## src/rtl/cau_pkg.sv

```systemverilog
`timescale 1ns / 1ps
// ----------------------------------------------------------------------------
// cau_pkg
// Types, codes and fixed widths shared by the complex arithmetic unit.
// ----------------------------------------------------------------------------
package cau_pkg;

   localparam int OPW        = 16;            // operand part width
   localparam int OUT_FRAC   = 16;            // result fraction bits
   localparam int RESW       = 32;            // result part width
   localparam int QW         = 32;            // quotient bits computed
   localparam int MW         = 2 * OPW + 1;   // magnitude width
   localparam int XW         = ((MW > QW + 1) ? MW : QW + 1) + OUT_FRAC;
   localparam int DIV_STEPS  = 2;             // quotient bits per stage
   localparam int DIV_STAGES = QW / DIV_STEPS;
   localparam int LATENCY    = 4 + DIV_STAGES + 2;

   localparam logic [1:0] OP_ADD = 2'd0;
   localparam logic [1:0] OP_SUB = 2'd1;
   localparam logic [1:0] OP_MUL = 2'd2;
   localparam logic [1:0] OP_DIV = 2'd3;

   localparam logic [1:0] ST_OK   = 2'd0;
   localparam logic [1:0] ST_DIV0 = 2'd1;
   localparam logic [1:0] ST_SAT  = 2'd2;

   typedef struct packed {
      logic [1:0]              op;
      logic signed [OPW-1:0]   a_re;
      logic signed [OPW-1:0]   a_im;
      logic signed [OPW-1:0]   b_re;
      logic signed [OPW-1:0]   b_im;
   } req_type;

   typedef struct packed {
      logic signed [RESW-1:0]  res_re;
      logic signed [RESW-1:0]  res_im;
      logic [1:0]              status;
   } rsp_type;

   // item as it moves through the divider stages
   typedef struct packed {
      logic            vld;
      logic [1:0]      op;
      logic            neg_re;
      logic            neg_im;
      logic [MW-1:0]   mag_re;
      logic [MW-1:0]   mag_im;
      logic [MW-1:0]   den;
      logic            ovf_re;
      logic            ovf_im;
      logic [MW-1:0]   rem_re;
      logic [MW-1:0]   rem_im;
      logic [QW-1:0]   q_re;
      logic [QW-1:0]   q_im;
   } pipe_type;

endpackage

```

## src/rtl/cau_div_stage.sv

```systemverilog
`timescale 1ns / 1ps
// ----------------------------------------------------------------------------
// cau_div_stage
// One stage of the restoring divider: a few quotient bits for both parts.
// ----------------------------------------------------------------------------
module cau_div_stage #(
   parameter int STAGE = 0
) (
   input  logic              clock,
   input  logic              reset,
   input  cau_pkg::pipe_type pipe_in,
   output cau_pkg::pipe_type pipe_out
);
   import cau_pkg::*;

   localparam int QPW = $clog2(QW);
   localparam int MPW = $clog2(MW);

   pipe_type stage_in, stage_ff;

   always_comb begin
      int             idx;
      logic [QPW-1:0] q_pos;
      logic [MPW-1:0] m_pos;
      logic           bit_re;
      logic           bit_im;
      logic [MW-1:0]  t_re;
      logic [MW-1:0]  t_im;
      stage_in = pipe_in;
      for (int k = 0; k < DIV_STEPS; k++) begin
         idx    = QW - 1 - (STAGE * DIV_STEPS + k);
         q_pos  = QPW'(idx);
         m_pos  = MPW'(idx - OUT_FRAC);
         bit_re = 1'b0;
         bit_im = 1'b0;
         if (idx >= OUT_FRAC) begin
            bit_re = pipe_in.mag_re[m_pos];
            bit_im = pipe_in.mag_im[m_pos];
         end
         t_re = {stage_in.rem_re[MW-2:0], bit_re};
         t_im = {stage_in.rem_im[MW-2:0], bit_im};
         if (t_re >= pipe_in.den) begin
            stage_in.rem_re      = t_re - pipe_in.den;
            stage_in.q_re[q_pos] = 1'b1;
         end else begin
            stage_in.rem_re = t_re;
         end
         if (t_im >= pipe_in.den) begin
            stage_in.rem_im      = t_im - pipe_in.den;
            stage_in.q_im[q_pos] = 1'b1;
         end else begin
            stage_in.rem_im = t_im;
         end
      end
   end

   always_ff @(posedge clock) begin
      if (reset) begin
         stage_ff.vld <= 1'b0;
      end else begin
         stage_ff <= stage_in;
      end
   end

   assign pipe_out = stage_ff;

endmodule

```

## config.mk

```make
export PLATFORM = sky130hd
export DESIGN_NAME = cau_div_stage
export DESIGN_NICKNAME = d
export VERILOG_FILES = /design/src/rtl/cau_pkg.sv /design/src/rtl/cau_div_stage.sv
export SDC_FILE = /design/constraint.sdc
export NUM_CORES = 1
export LEC_CHECK = 0
export ABC_AREA = 1
export BUFFER_PORTS_ARGS = -buffer_cell sky130_fd_sc_hd__clkbuf_2
export CAP_MARGIN = 10
export CORE_ASPECT_RATIO = 0.6
export CORE_MARGIN = 3
export CORE_UTILIZATION = 28
export DETAILED_ROUTE_END_ITERATION = 7
export SETUP_SLACK_MARGIN = 0.5
export SYNTH_ARGS = -nofsm -noshare
export SYNTH_HDL_FRONTEND = slang
export SYNTH_SLANG_ARGS = --single-unit
```

## constraint.sdc

```tcl
create_clock -name clock -period 11.58 [get_ports clock]
set_input_delay 0.579 -clock clock [delete_from_list [all_inputs] [get_ports clock]]
set_output_delay 0.579 -clock clock [all_outputs]
set_load 0.01 [all_outputs]
```

== Yosys cells after proc, flatten, opt, wreduce, memory -nomap -nowiden ==
Index checks and enable logic that the tools add are counted.
Widths: inputs -> output; s select.
Operators by class
  $add $sub $neg: 4
  $lt $le $gt $ge: 4
  mux-type cells: 4
Operator list (count)
  $ge 33x33->1: 4
  $mux 33: 2
  $sub 33x33->33: 2
  $mux 32: 2
  $sub 32x32->32: 2
Storage, ports and cells
  bits in registers: 236
  bits of input ports: 238
  output and inout bits: 236
  word-level logic and storage cells: 29

== Depth between registers and ports, before layout ==
  depth in word-level cells: 4
  depth in mapped cells: 31
  depth with buffers taken out: 29

== Worst setup path after synthesis ==
No wires, ideal clock.
  kind: input -> register
  start point: in reset
  end point: reg stage_ff, in the netlist pipe_out[0], enable pin
  setup time: 0.585 ns
  arrival: 5.106 ns
  required time: 10.995 ns
  path slack: 5.889 ns
  stages: 1
  buffers on the path: 0
  cell sequence: inv_1
RTL lines
  start: declaration: line cau_div_stage.sv:10  | input logic reset,
  end signal: assignment: line cau_div_stage.sv:61  | stage_ff <= stage_in;
  end: declaration: line cau_div_stage.sv:19  | pipe_type stage_in, stage_ff;
No word-level cell between the ends.

==> reports/metrics.yaml <==
outcome:
  status: "finished clean"
route:
  ant_nets: 0
  drc: 0
  wl_per_cell_um: 19.9
  drt_first_pass_iters: 7
  viasPerCell: 4.76
  route.vias.total: 18900
  drtIter0Drc: 2334
  drt_wl_total_um: 78700
setup_path:
  cp.required_ns: 11.96
  cp_max_fo: 34
  endpoint_kind: "register"
  arrival_ns: 5.79
  critPathKind: "primary input to register"
  cp-start-kind: "primary input"
clock_tree:
  clk_pin_slew_ns: 0.07
  root_buffer: "clkbuf_16"
  numCtsBuffers: 25
  htree_levels: 1
  cts_tree: "done"
  clock_sinks: 236
  ctsResizeCount: 0
  hold_buffers: 0
  cts_buffer_depth: 3
  postCtsSetupBuffers: 0
place:
  hpwlAfterDp_um: 66600
  port_buffers: 471
  dp_cells: 3912
  placedInstanceArea_um2: 22000
  place.gp.congestion: 0.966
yosys:
  synth_seq_area_share_pct: 37.7
  syn_area_per_cell_um2: 7.28
  ys_types: 40
  ys_seq_elements: 236
  yosysWarnings: 0
  syn_nets: 2952
  syn_inst: 2578
  netlist_area_um2: 18800
pwr:
  vdd_drop_max_mv: 0.0942
  power_uw: 3350
  p_leak_uw: 0.0118
  powerDensity_nw_per_um2: 147
sta:
  slew_viol_final: 0
  fin_crit_ns: 5.41
  fmax_ghz: 0.185
  finalHoldViolCount: 0
  tightest_slew_ns: 1.13
  period_share_pct: 46.7
  rsz0062_at_grt: "false"
  fin_tns_setup_ns: 0
  slew_headroom_pct: 24.9
  finalSetupViolCount: 0
worst_hold_path:
  hold_path_class: "primary input to register"
finish:
  area_delta_synth_final_pct: 21.8
  drive_gt1_share_pct: 18.8
  nets: 3425
  stdcell_count: 3963
  stdcell_area_um2: 22900
  post-route-util_pct: 35.0
  largest_reg_flops: 236
grt:
  antenna_found_initial: 10
  grt_pass1_wl_um: 111000
  track_usage_pct: 21.4
  gr-total-overflow: 0
  grt_max_degree: 94
  grt_pass1_vias: 16700
die:
  ios: 474
  fp.dieH_um: 206
  rows: 72
  die-area_um2: 70200
  die_x_um: 340
  design.core.area_um2: 65300
  start_util_pct: 28.7
flow_run:
  drv_cap: 0
==> layout make-up <==
class / count / area, um2
fillers: 7041 / 42500
clock inverters: 13 / 90.1
inverters: 382 / 1440
diodes: 5 / 12.5
flip-flops and latches: 236 / 7080
clock buffers: 33 / 706
repair buffers: 477 / 2400
multi-input cells: 1929 / 10000
well taps: 888 / 1110
==> cell families after synthesis <==
kind of cell               share of synthesized area (%)
xor gates and xnor gates                            3.13
and+or+nand+nor                                     35.9
buffers and inverters                               8.90
DFF                                                 37.7
AOI/OAI and AO/OA                                   5.13
adders and majority gates                           9.23
==> per-layer routing <==
| layer | wire, um | up-vias | share of wire [%] | GRT usage, % |
|---|---|---|---|---|
| li1 | - | 9243 | - | - |
| met1 | 40000 | 8670 | 51 | 34.9 |
| met2 | 27500 | 907 | 35 | 25.6 |
| met3 | 10200 | 52 | 13 | 8.00 |
| met4 | 933 | 6 | 1.2 | 2.88 |
| met5 | 46 | - | 0.058 | 0 |
==> stage by stage <==
| step | setup slack [ns] | hold slack, ns |
|---|---|---|
| 3_3_place_gp | 5.81 | 0.756 |
| 5_1_grt | 5.84 | 0.154 |
| 4_1_cts | 6.38 | 0.151 |
| 6_report | 6.17 | 0.189 |
| 2_1_floorplan | 5.89 | 0.650 |
| 3_5_place_dp | 5.78 | 0.758 |
==> worst max-delay path, stage by stage <==
cell and delay (ns):
clkbuf_2 0.11, inv_1 0.13, ha_1 0.47, nand2_1 0.30, nor2_1 0.16, nand3_1 0.12, nor2_1 0.12, nand2_1 0.09
nor2_4 0.10, nor2_4 0.04, buf_4 0.27, nand2_8 0.28, o21ai_1 0.14, nand2_1 0.08, inv_1 0.04, ha_1 0.34
nand2_1 0.15, inv_2 0.05, nand2_1 0.06, nand2_1 0.04, nand2_1 0.05, nand3_1 0.28, nand2_1 0.20, nand3_2 0.20
a21oi_4 0.91, nand3_1 0.14, nand2_1 0.23
==> cells in the mapped netlist (all sizes together) <==
cell | count | share of area, %
xnor2 | 27 | 1.3
and3 | 2 | 0.067
inv | 382 | 7.6
nor4 | 2 | 0.067
dfxtp | 1 | 0.11
buf | 31 | 1.3
a21o | 3 | 0.12
o21a | 7 | 0.28
fa | 4 | 0.43
a31oi | 2 | 0.067
xor2 | 40 | 1.9
nand2 | 989 | 20
o21ai | 44 | 1.2
nor2 | 204 | 4.4
and2 | 52 | 1.7
ha | 132 | 8.8
o21bai | 5 | 0.20
edfxtp | 235 | 38
nor3 | 14 | 0.43
nand4 | 22 | 0.73
or2 | 5 | 0.17
nand3b | 73 | 2.9
nand3 | 182 | 5.1
nand2b | 2 | 0.067
a21oi | 118 | 3.3
==> path summary, 6_finish.rpt <==
check	start	endpoint	slack, ns	cells after the start
hold / removal	pipe_in[217]	pipe_out[217]$_DFFE_PN_	0.19	1
setup / recovery	pipe_in[134]	pipe_out[111]$_DFFE_PN_	6.17	27
==> placed cells by master (no fill, tap or decap), types with 20 or more instances in the layout <==
master       n
nand3_1    174
edfxtp_1   235
nand3b_1    73
ha_1       132
nand4_1     22
xor2_1      40
inv_1      376
o21ai_0     40
nand2_2     20
nand2_1    965
clkbuf_2   471
clkbuf_16   25
xnor2_1     27
and2_1      52
nor2_1     189
a21oi_1    115
==> where the power goes <==
part           total [uW]  internal, uW  switching, uW
Sequential           1130          1090           39.0
Clock                 804           435            370
Combinational        1410           453            961
(Power assumes the default switching activity.)
