**config.mk**
```make
export PLATFORM = sky130hd
export DESIGN_NAME = cau_finish
export DESIGN_NICKNAME = d
export VERILOG_FILES = /design/src/rtl/cau_pkg.sv /design/src/rtl/cau_finish.sv
export SDC_FILE = /design/constraint.sdc
export NUM_CORES = 1
export LEC_CHECK = 0
export ABC_AREA = 1
export BUFFER_PORTS_ARGS = -buffer_cell sky130_fd_sc_hd__buf_4
export CAP_MARGIN = 0
export CELL_PAD_IN_SITES_DETAIL_PLACEMENT = 1
export CELL_PAD_IN_SITES_GLOBAL_PLACEMENT = 1
export CORE_MARGIN = 5
export CORE_UTILIZATION = 36
export DETAILED_ROUTE_END_ITERATION = 12
export PLACE_DENSITY = 0.91
export SYNTH_ARGS = -nofsm -noshare
export SYNTH_HDL_FRONTEND = slang
export SYNTH_SLANG_ARGS = --single-unit
```
**constraint.sdc**
```tcl
create_clock -name clock -period 3.2 [get_ports clock]
set_input_delay 0.16 -clock clock [delete_from_list [all_inputs] [get_ports clock]]
set_output_delay 0.16 -clock clock [all_outputs]
set_load 0.02 [all_outputs]
```
**src/rtl/cau_pkg.sv**
```systemverilog
`timescale 1ns / 1ps
// ----------------------------------------------------------------------------
// cau_pkg
// Types, codes and fixed widths shared by the complex arithmetic unit.
// ----------------------------------------------------------------------------
package cau_pkg;

   localparam int OPW        = 16;            // operand part width
   localparam int OUT_FRAC   = 16;            // result fraction bits
   localparam int RESW       = 32;            // result part width
   localparam int QW         = 32;            // quotient bits computed
   localparam int MW         = 2 * OPW + 1;   // magnitude width
   localparam int XW         = ((MW > QW + 1) ? MW : QW + 1) + OUT_FRAC;
   localparam int DIV_STEPS  = 2;             // quotient bits per stage
   localparam int DIV_STAGES = QW / DIV_STEPS;
   localparam int LATENCY    = 4 + DIV_STAGES + 2;

   localparam logic [1:0] OP_ADD = 2'd0;
   localparam logic [1:0] OP_SUB = 2'd1;
   localparam logic [1:0] OP_MUL = 2'd2;
   localparam logic [1:0] OP_DIV = 2'd3;

   localparam logic [1:0] ST_OK   = 2'd0;
   localparam logic [1:0] ST_DIV0 = 2'd1;
   localparam logic [1:0] ST_SAT  = 2'd2;

   typedef struct packed {
      logic [1:0]              op;
      logic signed [OPW-1:0]   a_re;
      logic signed [OPW-1:0]   a_im;
      logic signed [OPW-1:0]   b_re;
      logic signed [OPW-1:0]   b_im;
   } req_type;

   typedef struct packed {
      logic signed [RESW-1:0]  res_re;
      logic signed [RESW-1:0]  res_im;
      logic [1:0]              status;
   } rsp_type;

   // item as it moves through the divider stages
   typedef struct packed {
      logic            vld;
      logic [1:0]      op;
      logic            neg_re;
      logic            neg_im;
      logic [MW-1:0]   mag_re;
      logic [MW-1:0]   mag_im;
      logic [MW-1:0]   den;
      logic            ovf_re;
      logic            ovf_im;
      logic [MW-1:0]   rem_re;
      logic [MW-1:0]   rem_im;
      logic [QW-1:0]   q_re;
      logic [QW-1:0]   q_im;
   } pipe_type;

endpackage

```
**src/rtl/cau_finish.sv**
```systemverilog
`timescale 1ns / 1ps
// ----------------------------------------------------------------------------
// cau_finish
// Output scaling, saturation, sign and status: two register stages.
// ----------------------------------------------------------------------------
module cau_finish #(
   parameter int FRAC_BITS = 8
) (
   input  logic              clock,
   input  logic              reset,
   input  cau_pkg::pipe_type pipe_in,
   output logic              rsp_valid,
   output cau_pkg::rsp_type  rsp_item
);
   import cau_pkg::*;

   localparam int RSH_MUL = (2 * FRAC_BITS >= OUT_FRAC) ? 2 * FRAC_BITS - OUT_FRAC : 0;
   localparam int LSH_MUL = (2 * FRAC_BITS <  OUT_FRAC) ? OUT_FRAC - 2 * FRAC_BITS : 0;
   localparam int LSH_ADD = OUT_FRAC - FRAC_BITS;
   localparam logic [XW-1:0] CLIP   = {{(XW-QW-1){1'b0}}, 1'b1, {QW{1'b0}}};
   localparam logic [XW-1:0] LIM_P  = {{(XW-RESW+1){1'b0}}, {(RESW-1){1'b1}}};
   localparam logic [XW-1:0] LIM_N  = LIM_P + XW'(1);

   typedef struct packed {
      logic            vld;
      logic            dz;
      logic            sat;
      logic            neg_re;
      logic            neg_im;
      logic [RESW-1:0] m_re;
      logic [RESW-1:0] m_im;
   } stg_f_type;

   stg_f_type stg_f_in, stg_f_ff;
   logic      vld_in, vld_ff;
   rsp_type   rsp_in, rsp_ff;

   function automatic logic [XW-1:0] scale(input logic [1:0]    op,
                                           input logic [MW-1:0] mag,
                                           input logic          ovf,
                                           input logic [QW-1:0] q);
      logic [XW-1:0] x;
      x = XW'(mag);
      unique case (op)
         OP_DIV: x = ovf ? CLIP : XW'(q);
         OP_MUL: begin
            x = x >> RSH_MUL;
            if (x > CLIP) x = CLIP;
            x = x << LSH_MUL;
         end
         default: begin
            if (x > CLIP) x = CLIP;
            x = x << LSH_ADD;
         end
      endcase
      return x;
   endfunction

   always_comb begin
      logic [XW-1:0] x_re;
      logic [XW-1:0] x_im;
      logic [XW-1:0] l_re;
      logic [XW-1:0] l_im;
      x_re = scale(pipe_in.op, pipe_in.mag_re, pipe_in.ovf_re, pipe_in.q_re);
      x_im = scale(pipe_in.op, pipe_in.mag_im, pipe_in.ovf_im, pipe_in.q_im);
      l_re = pipe_in.neg_re ? LIM_N : LIM_P;
      l_im = pipe_in.neg_im ? LIM_N : LIM_P;
      stg_f_in.vld    = pipe_in.vld;
      stg_f_in.dz     = (pipe_in.op == OP_DIV) && (pipe_in.den == '0);
      stg_f_in.sat    = (x_re > l_re) || (x_im > l_im);
      stg_f_in.neg_re = pipe_in.neg_re;
      stg_f_in.neg_im = pipe_in.neg_im;
      stg_f_in.m_re   = (x_re > l_re) ? l_re[RESW-1:0] : x_re[RESW-1:0];
      stg_f_in.m_im   = (x_im > l_im) ? l_im[RESW-1:0] : x_im[RESW-1:0];
   end

   always_comb begin
      vld_in = stg_f_ff.vld;
      if (stg_f_ff.dz) begin
         rsp_in.res_re = '0;
         rsp_in.res_im = '0;
         rsp_in.status = ST_DIV0;
      end else begin
         rsp_in.res_re = stg_f_ff.neg_re ? -stg_f_ff.m_re : stg_f_ff.m_re;
         rsp_in.res_im = stg_f_ff.neg_im ? -stg_f_ff.m_im : stg_f_ff.m_im;
         rsp_in.status = stg_f_ff.sat ? ST_SAT : ST_OK;
      end
   end

   always_ff @(posedge clock) begin
      if (reset) begin
         stg_f_ff.vld <= 1'b0;
         vld_ff       <= 1'b0;
      end else begin
         stg_f_ff <= stg_f_in;
         vld_ff   <= vld_in;
      end
   end

   always_ff @(posedge clock) begin
      rsp_ff <= rsp_in;
   end

   assign rsp_valid = vld_ff;
   assign rsp_item  = rsp_ff;

endmodule

```
# [Yosys cells after proc, flatten, opt, wreduce, memory -nomap -nowiden]
# Cells that the tools add are included.
[word_totals] regBits=136 output_inout_bits=67 elab_cells=35
[op_classes] add_sub_neg=2 magnitude_cmp=4 n_eq_ne=2 mux=13 reduce_logical=3
[ops] cell="two-way mux 32 bit" n=6
[ops] cell="two-way mux 33 bit" n=4
[ops] cell="> comparator 49 x 32 -> 1 bit" n=2
[ops] cell="case mux 49 bit (2 select lines)" n=1
[ops] cell="case mux 41 bit (2 select lines)" n=1
[ops] cell="> comparator 33 bit, second input constant" n=2
[ops] cell="negation 32 bit" n=2
[ops] cell="logical NOT 33 bit" n=1
[ops] cell="equality test 2 bit, second input constant" n=2
[ops] cell="two-way mux 2 bit" n=1
[ops] cell="logical AND 1 bit" n=1
[ops] cell="logical OR 1 bit" n=1

# [Depth between registers and ports, before layout]
# Gate-level depths: netlist of run 1.
[depth] word_depth=5 ltp_mapped=26 depth_no_buf=23

# [Worst setup path after synthesis of run 1]
# No wires, ideal clock.
[synth_path] path_type="input-to-reg" startpoint="input pipe_in[227] in the netlist's numbering" endpoint="register stg_f_ff[43] in the netlist's numbering (data pin)" setup_ns=0.256 t_arrival_ns=2.537 required_ns=2.944 slack_ns=0.408 cell_stages=20 cell_sequence="nor2_1 -> nand2_1 -> nor2_1 -> nand2_1 -> o21ai_2 -> buf_2 -> nand2_1 -> a221oi_1 -> ha_1 -> a21oi_1 -> o21ai_0 -> a21oi_1 -> nand3_1 -> nand4_1 -> nand2_1 -> nand2_1 -> nand2_2 -> nand3_2 -> buf_2 -> nand2_1"
[synth_rtl] item="start: declaration" line_no="cau_finish.sv:11" text="input cau_pkg::pipe_type pipe_in,"
[synth_rtl] item="end signal: assignment" line_no="cau_finish.sv:95" text="stg_f_ff <= stg_f_in;"
[synth_rtl] item="end: declaration" line_no="cau_finish.sv:34" text="stg_f_type stg_f_in, stg_f_ff;"

==> results by group, run 1 <==
Drt
  – Met2 Wirelength: 17400 um
  – Pre-antenna DRT Iters: 5
  – Antenna-violating nets left: 0
  – Max Used Layer: met4
  – Vias per Instance: 5.38
  – # DRC: 0
  – First DRT Iteration DRCs: 671
  – WL final: 36200 um
  – Avg WL per Cell: 18.6 um
  – Via Count: 10500
  – Wire length on met3: 1820 um
  – Met1 Wirelength: 16000 um

Synthesis
  – Cells after Synth: 1268
  – Synthesized area: 0.00917 mm2
  – Seq/Total Area, Yosys: 37.1%
  – Synth warnings: 0
  – Most used DFF post-synth: edfxtp_1
  – Net Count, Synth: 1572
  – Synth area leader: edfxtp_1
  – EDFF count, synth: 68
  – Share of flip-flops with an asynchronous set or reset: 0%
  – Synthesized area per cell: 7.23 um2
  – Top cells by area, synth: edfxtp_1, dfxtp_1, nand2_1
  – Synth top area share: 22.3%
  – Top-count cell post-synth: nand2_1
  – FF+latch count, synth: 136
  – Synth unique cells: 49
  – Post-synth top cells: nand2_1, nor2_1, a21oi_1

Critical path
  – CP most frequent cell: nand2_1
  – Crit end category: register
  – Crit path launch type: input port
  – Worst Setup Path Type: in2reg
  – Slowest stage cell, crit path: o21ai_0
  – Worst flop-to-flop path endpoint: rsp_item[64]
  – Critical Path RT: 3.35 ns
  – Worst path cell trace: buf_4, nor2_1, nand2_1, nor2_1, nand2_1, o21ai_2, buf_6, nand2_1, o21ai_0, ha_1, nand2_1, a21oi_1, o21ai_0, nand2_1, nand2_1, nand3_1, nand4_1, nand2_1, nand2_1, nand2_4, nand3_4, buf_12, nand2_1
  – Top Family by Delay on Critical Path: simple AND/OR/NAND/NOR gates
  – FF-to-FF path depth: 12
  – Buf/Inv on CP: 3
  – Critical path's largest stage delay: 0.37 ns
  – R2R Setup Slk: 0.72 ns
  – CP max FO: 16
  – CP Data Arrival Time: 3.18 ns
  – Worst R2R Start: stg_f_ff[33]

Die
  – Initial core utilization: 36.5%
  – Core Box Area: 0.0251 mm2
  – FP Rows: 58
  – Ports: 305
  – Die Area: 0.0288 mm2
  – Die H: 170 um
  – Width of the die: 170 um

STA
  – Skew final: 0.0123 ns
  – Final Max Slew Viols: 0
  – Minimum clock period after layout: 3.03 ns
  – Final setup violation count: 0
  – Slew margin rel.: 48.9%
  – Fmax: 330 MHz
  – Hold Fails Final Rpt: 0
  – Final worst setup slack: 0.171 ns
  – Worst-Margin Slew: 0.766 ns
  – Fin crit share: 94.7%

Global routing
  – First-pass GRT wire length: 55200 um
  – Pin count of the biggest net entering global routing: 49
  – Vias in the first global route: 10700
  – Gr usage total: 23.6%
  – Gr ovfl total: 0
  – Initial antenna violation count: 1

Placed design
  – Input/output buffers: 238
  – Placed Area: 0.0120 mm2
  – Place WS: -0.342 ns
  – Final GP Congestion: 0.890
  – Placed wire-length estimate: 27800 um
  – DP Cell Count: 1899

CTS
  – Clk Tree Root Cell: clkbuf_16
  – Num CTS Buffers: 17
  – Bufs on Longest Clock Path: 2
  – Clock transition at path regs: 0.07 ns
  – Skew-Pair Late Insertion Delay: 0.43 ns
  – # H-tree levels: 4
  – CTS tree: built
  – TritonCTS Sinks: 136

Status
  – Outcome: finished, final reports clean

Cells and area
  – Layout cells sized above 1: 26.9%
  – Final core utilization: 51.2%
  – Area delta synth->final: 40.2%
  – Final instance area: 0.0129 mm2
  – Final #Nets: 1904
  – Final Non-Filler Cells: 1944
  – Fill cells: 3192

Worst hold path
  – Hold path startpoint: pipe_in[160]
  – Hold Path Class: in2reg
  – Hold Crit Depth: 3
  – Hold Crit Endpoint: stg_f_ff[67]

Pwr
  – Leakage power: 6.06 nW
  – P per Cell Area: 442 mW/mm2
  – Final Total Pwr: 5.69 mW
  – IR Drop Worst-Case VDD: 0.374 mV

Run
  – Number of max-cap violations: 0
## report_power, final
group,switching (mW),total (mW),internal [mW]
logic,0.872,1.53,0.653
registers,0.142,2.17,2.03
clock network,0.821,1.99,1.17
## layout make-up
cell class	count	area, um2	area share (%)
well taps	330	413	3.21
flip-flops and latches	136	3400	26.5
clock inverters	14	164	1.28
diodes	1	2.50	0.0195
multi-input cells	975	5220	40.6
inverters	107	402	3.12
repair buffers	363	2820	21.9
clock buffers	18	429	3.34
## layout by cell type, fill, tap and decap left out, types with 6 or more instances in the layout
master | netlist | layout
a211oi_1 | 18 | 15
nand2_1 | 349 | 349
nor3_1 | 36 | 36
ha_1 | 66 | 66
a21oi_1 | 134 | 134
nand4_1 | 21 | 21
nor2_2 | 1 | 6
clkbuf_16 | 0 | 18
buf_4 | 6 | 353
nor4_1 | 11 | 11
dfxtp_1 | 68 | 68
edfxtp_1 | 68 | 68
nand3_1 | 39 | 39
inv_6 | 0 | 6
nor2_1 | 163 | 158
o21ai_0 | 59 | 53
o21ai_1 | 0 | 6
o221ai_1 | 16 | 12
inv_1 | 102 | 101
## how the worst max path moves through the flow
stage                 startpoint            to  slack [ns]  cells past startpoint
floorplan           pipe_in[227]  stg_f_ff[43]        0.41                     20
global placement    pipe_in[227]  stg_f_ff[40]       -0.17                     19
detailed placement  pipe_in[194]  stg_f_ff[21]       -0.34                     19
CTS                 pipe_in[223]  stg_f_ff[44]        0.08                     23
global route        pipe_in[194]  stg_f_ff[21]       -0.09                     23
finish              pipe_in[227]  stg_f_ff[60]        0.17                     23
## sequential cells by signal, summed over array words and instances (netlist names)
name / count
rsp_valid: 1
vld_in: 1
stg_f_ff: 68
rsp_item: 66
## metrics by stage
stage               hold WS (ns)  TNS [ns]
floorplan                  0.231         0
global placement           0.342     -7.05
detailed placement         0.359    -18.55
CTS                       0.0874         0
global route               0.109    -0.760
finish                    0.0917         0
## logic make-up after synthesis
logic type | after synthesis | share of synthesized area (%)
buffers and inverters | 158 | 7.39
AOI/OAI and AO/OA | 262 | 16.8
xor gates and xnor gates | 3 | 0.287
adders and majority gates | 66 | 9.00
DFF | 136 | 37.1
and+or+nand+nor | 643 | 29.4
## what timing repair did
action / CTS / global route
hold endpoints to repair: 2 / 0
setup endpoints to repair: 0 / 65
hold buffers: 2 / 0
setup buffers: 0 / 8
gates resized for setup: 0 / 29
## worst min-delay path, stage by stage
cell and delay [ns]:
buf_4 0.07, or4_1 0.08, nor3b_1 0.04
## routing by layer
metal | up-vias | track usage, %
li1 | 4993 | -
met1 | 5029 | 31.8
met2 | 362 | 39.6
met3 | 71 | 2.66
met4 | 0 | 7.49
met5 | - | 0
Power figures use the tool's default switching activity.
==> run 2: changes to the inputs <==
--- a/config.mk
+++ b/config.mk
@@ -6,8 +6,8 @@
 export NUM_CORES = 1
 export LEC_CHECK = 0
 export ABC_AREA = 1
-export BUFFER_PORTS_ARGS = -buffer_cell sky130_fd_sc_hd__buf_4
-export CAP_MARGIN = 0
+export BUFFER_PORTS_ARGS = -buffer_cell sky130_fd_sc_hd__clkbuf_2
+export CAP_MARGIN = 20
 export CELL_PAD_IN_SITES_DETAIL_PLACEMENT = 1
 export CELL_PAD_IN_SITES_GLOBAL_PLACEMENT = 1
 export CORE_MARGIN = 5
==> run 2 against run 1 <==
Clock power decreased by 5%. Combinational power fell by 7%. Register-to-register slack lost 0.22 ns. Power is 3.6% lower. Cell area is 5.1% lower. Largest cell class unchanged. Count of clock-buffer cells in the layout rose by 1.
==> results by group, run 2 (synthesized netlist as in run 1, its figures left out) <==
STA
  – Final setup violation count: 0
  – Hold_ws: 0.129 ns
  – Fin crit share: 96.1%
  – Hold Fails Final Rpt: 0
  – Skew final: 0.0110 ns
  – Final Max Slew Viols: 0
  – Worst-Margin Slew: 0.907 ns
  – Slew margin rel.: 39.4%
  – Fmax: 325 MHz
  – Final worst setup slack: 0.123 ns
  – Minimum clock period after layout: 3.08 ns

CTS
  – TritonCTS Sinks: 136
  – # H-tree levels: 4
  – Clk Tree Root Cell: clkbuf_16
  – Num CTS Buffers: 17
  – CTS tree: built
  – Skew-Pair Late Insertion Delay: 0.42 ns
  – Clock transition at path regs: 0.06 ns
  – Bufs on Longest Clock Path: 2

Worst hold path
  – Hold Crit Depth: 3
  – Hold Path Class: in2reg

Run
  – Number of max-cap violations: 0

Cells and area
  – Most common cell after layout, fill and taps aside: nand2_1
  – Final instance area: 0.0122 mm2
  – Final Non-Filler Cells: 1941
  – Area of the multi-input gates: 0.00520 mm2
  – Fill cells: 3299
  – Final #Nets: 1902
  – Commonest non-fill, non-tap cells in the layout: nand2_1, clkbuf_2, nor2_1
  – Layout cells sized above 1: 26.5%
  – Register area: 0.00340 mm2
  – Largest Register: stg_f_ff
  – Ant diodes: 0
  – Area delta synth->final: 33.0%
  – Max FFs per register: 68

Die
  – Core Box Area: 0.0251 mm2
  – Width of the die: 170 um
  – Die Area: 0.0288 mm2
  – Die H: 170 um
  – FP Rows: 58
  – Ports: 305
  – Initial core utilization: 36.5%

Placed design
  – Input/output buffers: 238
  – DP Cell Count: 1905
  – Placed wire-length estimate: 28200 um
  – Final GP Congestion: 0.908
  – Placed Area: 0.0115 mm2
  – Place WS: -0.274 ns

Critical path
  – Crit path launch type: input port
  – R2R Setup Slk: 0.50 ns
  – FF-to-FF path depth: 12
  – CP most frequent cell: nand2_1
  – Buf/Inv on CP: 3
  – Worst path cell trace: clkbuf_2, nor2_1, nand2_1, nor2_1, nand2_1, o21ai_4, buf_4, nand2_1, o221ai_1, ha_1, nand2_1, nor2_1, nand4_1, nor3_1, and3_1, nand4_2, nand3_2, buf_12, nand2_1
  – Critical Path RT: 3.36 ns
  – CP Data Arrival Time: 3.24 ns
  – Critical path's largest stage delay: 0.30 ns
  – Crit path to: stg_f_ff[21]
  – Top Family by Delay on Critical Path: simple AND/OR/NAND/NOR gates
  – Worst Setup Path Type: in2reg
  – Worst R2R Start: stg_f_ff[32]
  – Crit end category: register
  – Slowest stage cell, crit path: o221ai_1
  – Critical Path Stages: 19
  – CP max FO: 31
  – Worst flop-to-flop path endpoint: rsp_item[64]
  – Crit. Startpoint: pipe_in[171]

Pwr
  – IR Drop Worst-Case VDD: 0.337 mV
  – P per Cell Area: 450 mW/mm2
  – Leakage power: 5.86 nW

Global routing
  – Pin count of the biggest net entering global routing: 49
  – Gr usage total: 23.8%
  – Initial antenna violation count: 0
  – First-pass GRT wire length: 55900 um
  – Gr ovfl total: 0
  – Vias in the first global route: 10900

Drt
  – # DRC: 0
  – Via Count: 10500
  – Pre-antenna DRT Iters: 6
  – Vias per Instance: 5.41
  – First DRT Iteration DRCs: 658
  – WL final: 36100 um
  – Avg WL per Cell: 18.6 um
  – Antenna-violating nets left: 0

Status
  – Outcome: finished, final reports clean
run 2: cell types whose count changed in the layout (fill, tap and decap cells not counted), moves of 3 or more:
cell	before	now
inv_6	6	1
clkinv_1	1	4
clkbuf_2	0	238
buf_4	353	112
run 2: worst min-delay path: cells and delay by family:
family	cells	cell delay, ns
buf+inv	1	0.07
simple gates	2	0.16
run 2: stage by stage:
stage          total power, mW  util, %  setup TNS [ns]
2_1_floorplan             2.91        -               0
3_3_place_gp              3.45     45.7           -2.90
3_5_place_dp              3.56     45.7          -13.99
4_1_cts                   5.45     48.1               0
5_1_grt                   5.72     48.6           -2.97
6_report                  5.48     48.6               0
run 2: worst min path at each step:
stage	from	end
global placement	pipe_in[235]	vld_in
finish	pipe_in[159]	stg_f_ff[67]
global route	pipe_in[162]	stg_f_ff[67]
floorplan	reset	vld_in
detailed placement	pipe_in[235]	vld_in
CTS	pipe_in[159]	stg_f_ff[67]
run 2: area by class of cell:
cell class,count,share of cell area (%)
clock buffer,19,3.55
clock inverter,13,1.08
inverter,107,3.29
multi-input combinational,974,42.6
sequential,136,27.9
tap,330,3.39
timing repair buffer,362,18.2
run 2: routing by layer:
metal	track usage (%)	part of all wire [%]
met3	3.40	5.4
met4	7.14	2.4
met5	0	0
met2	40.5	48
met1	31.5	44
run 2: repair_timing:
| item | CTS | global route |
|---|---|---|
| setup buffers | 0 | 1 |
| hold buffers | 3 | 0 |
| endpoints found under the setup margin | 0 | 64 |
| hold endpoints to repair | 2 | 0 |
| resized for setup | 0 | 28 |
run 2: where the power goes:
group          leakage, nW  switching (mW)  internal [mW]
Sequential            1.23           0.140           2.03
Clock                0.258           0.755           1.14
Combinational         4.37           0.874          0.544
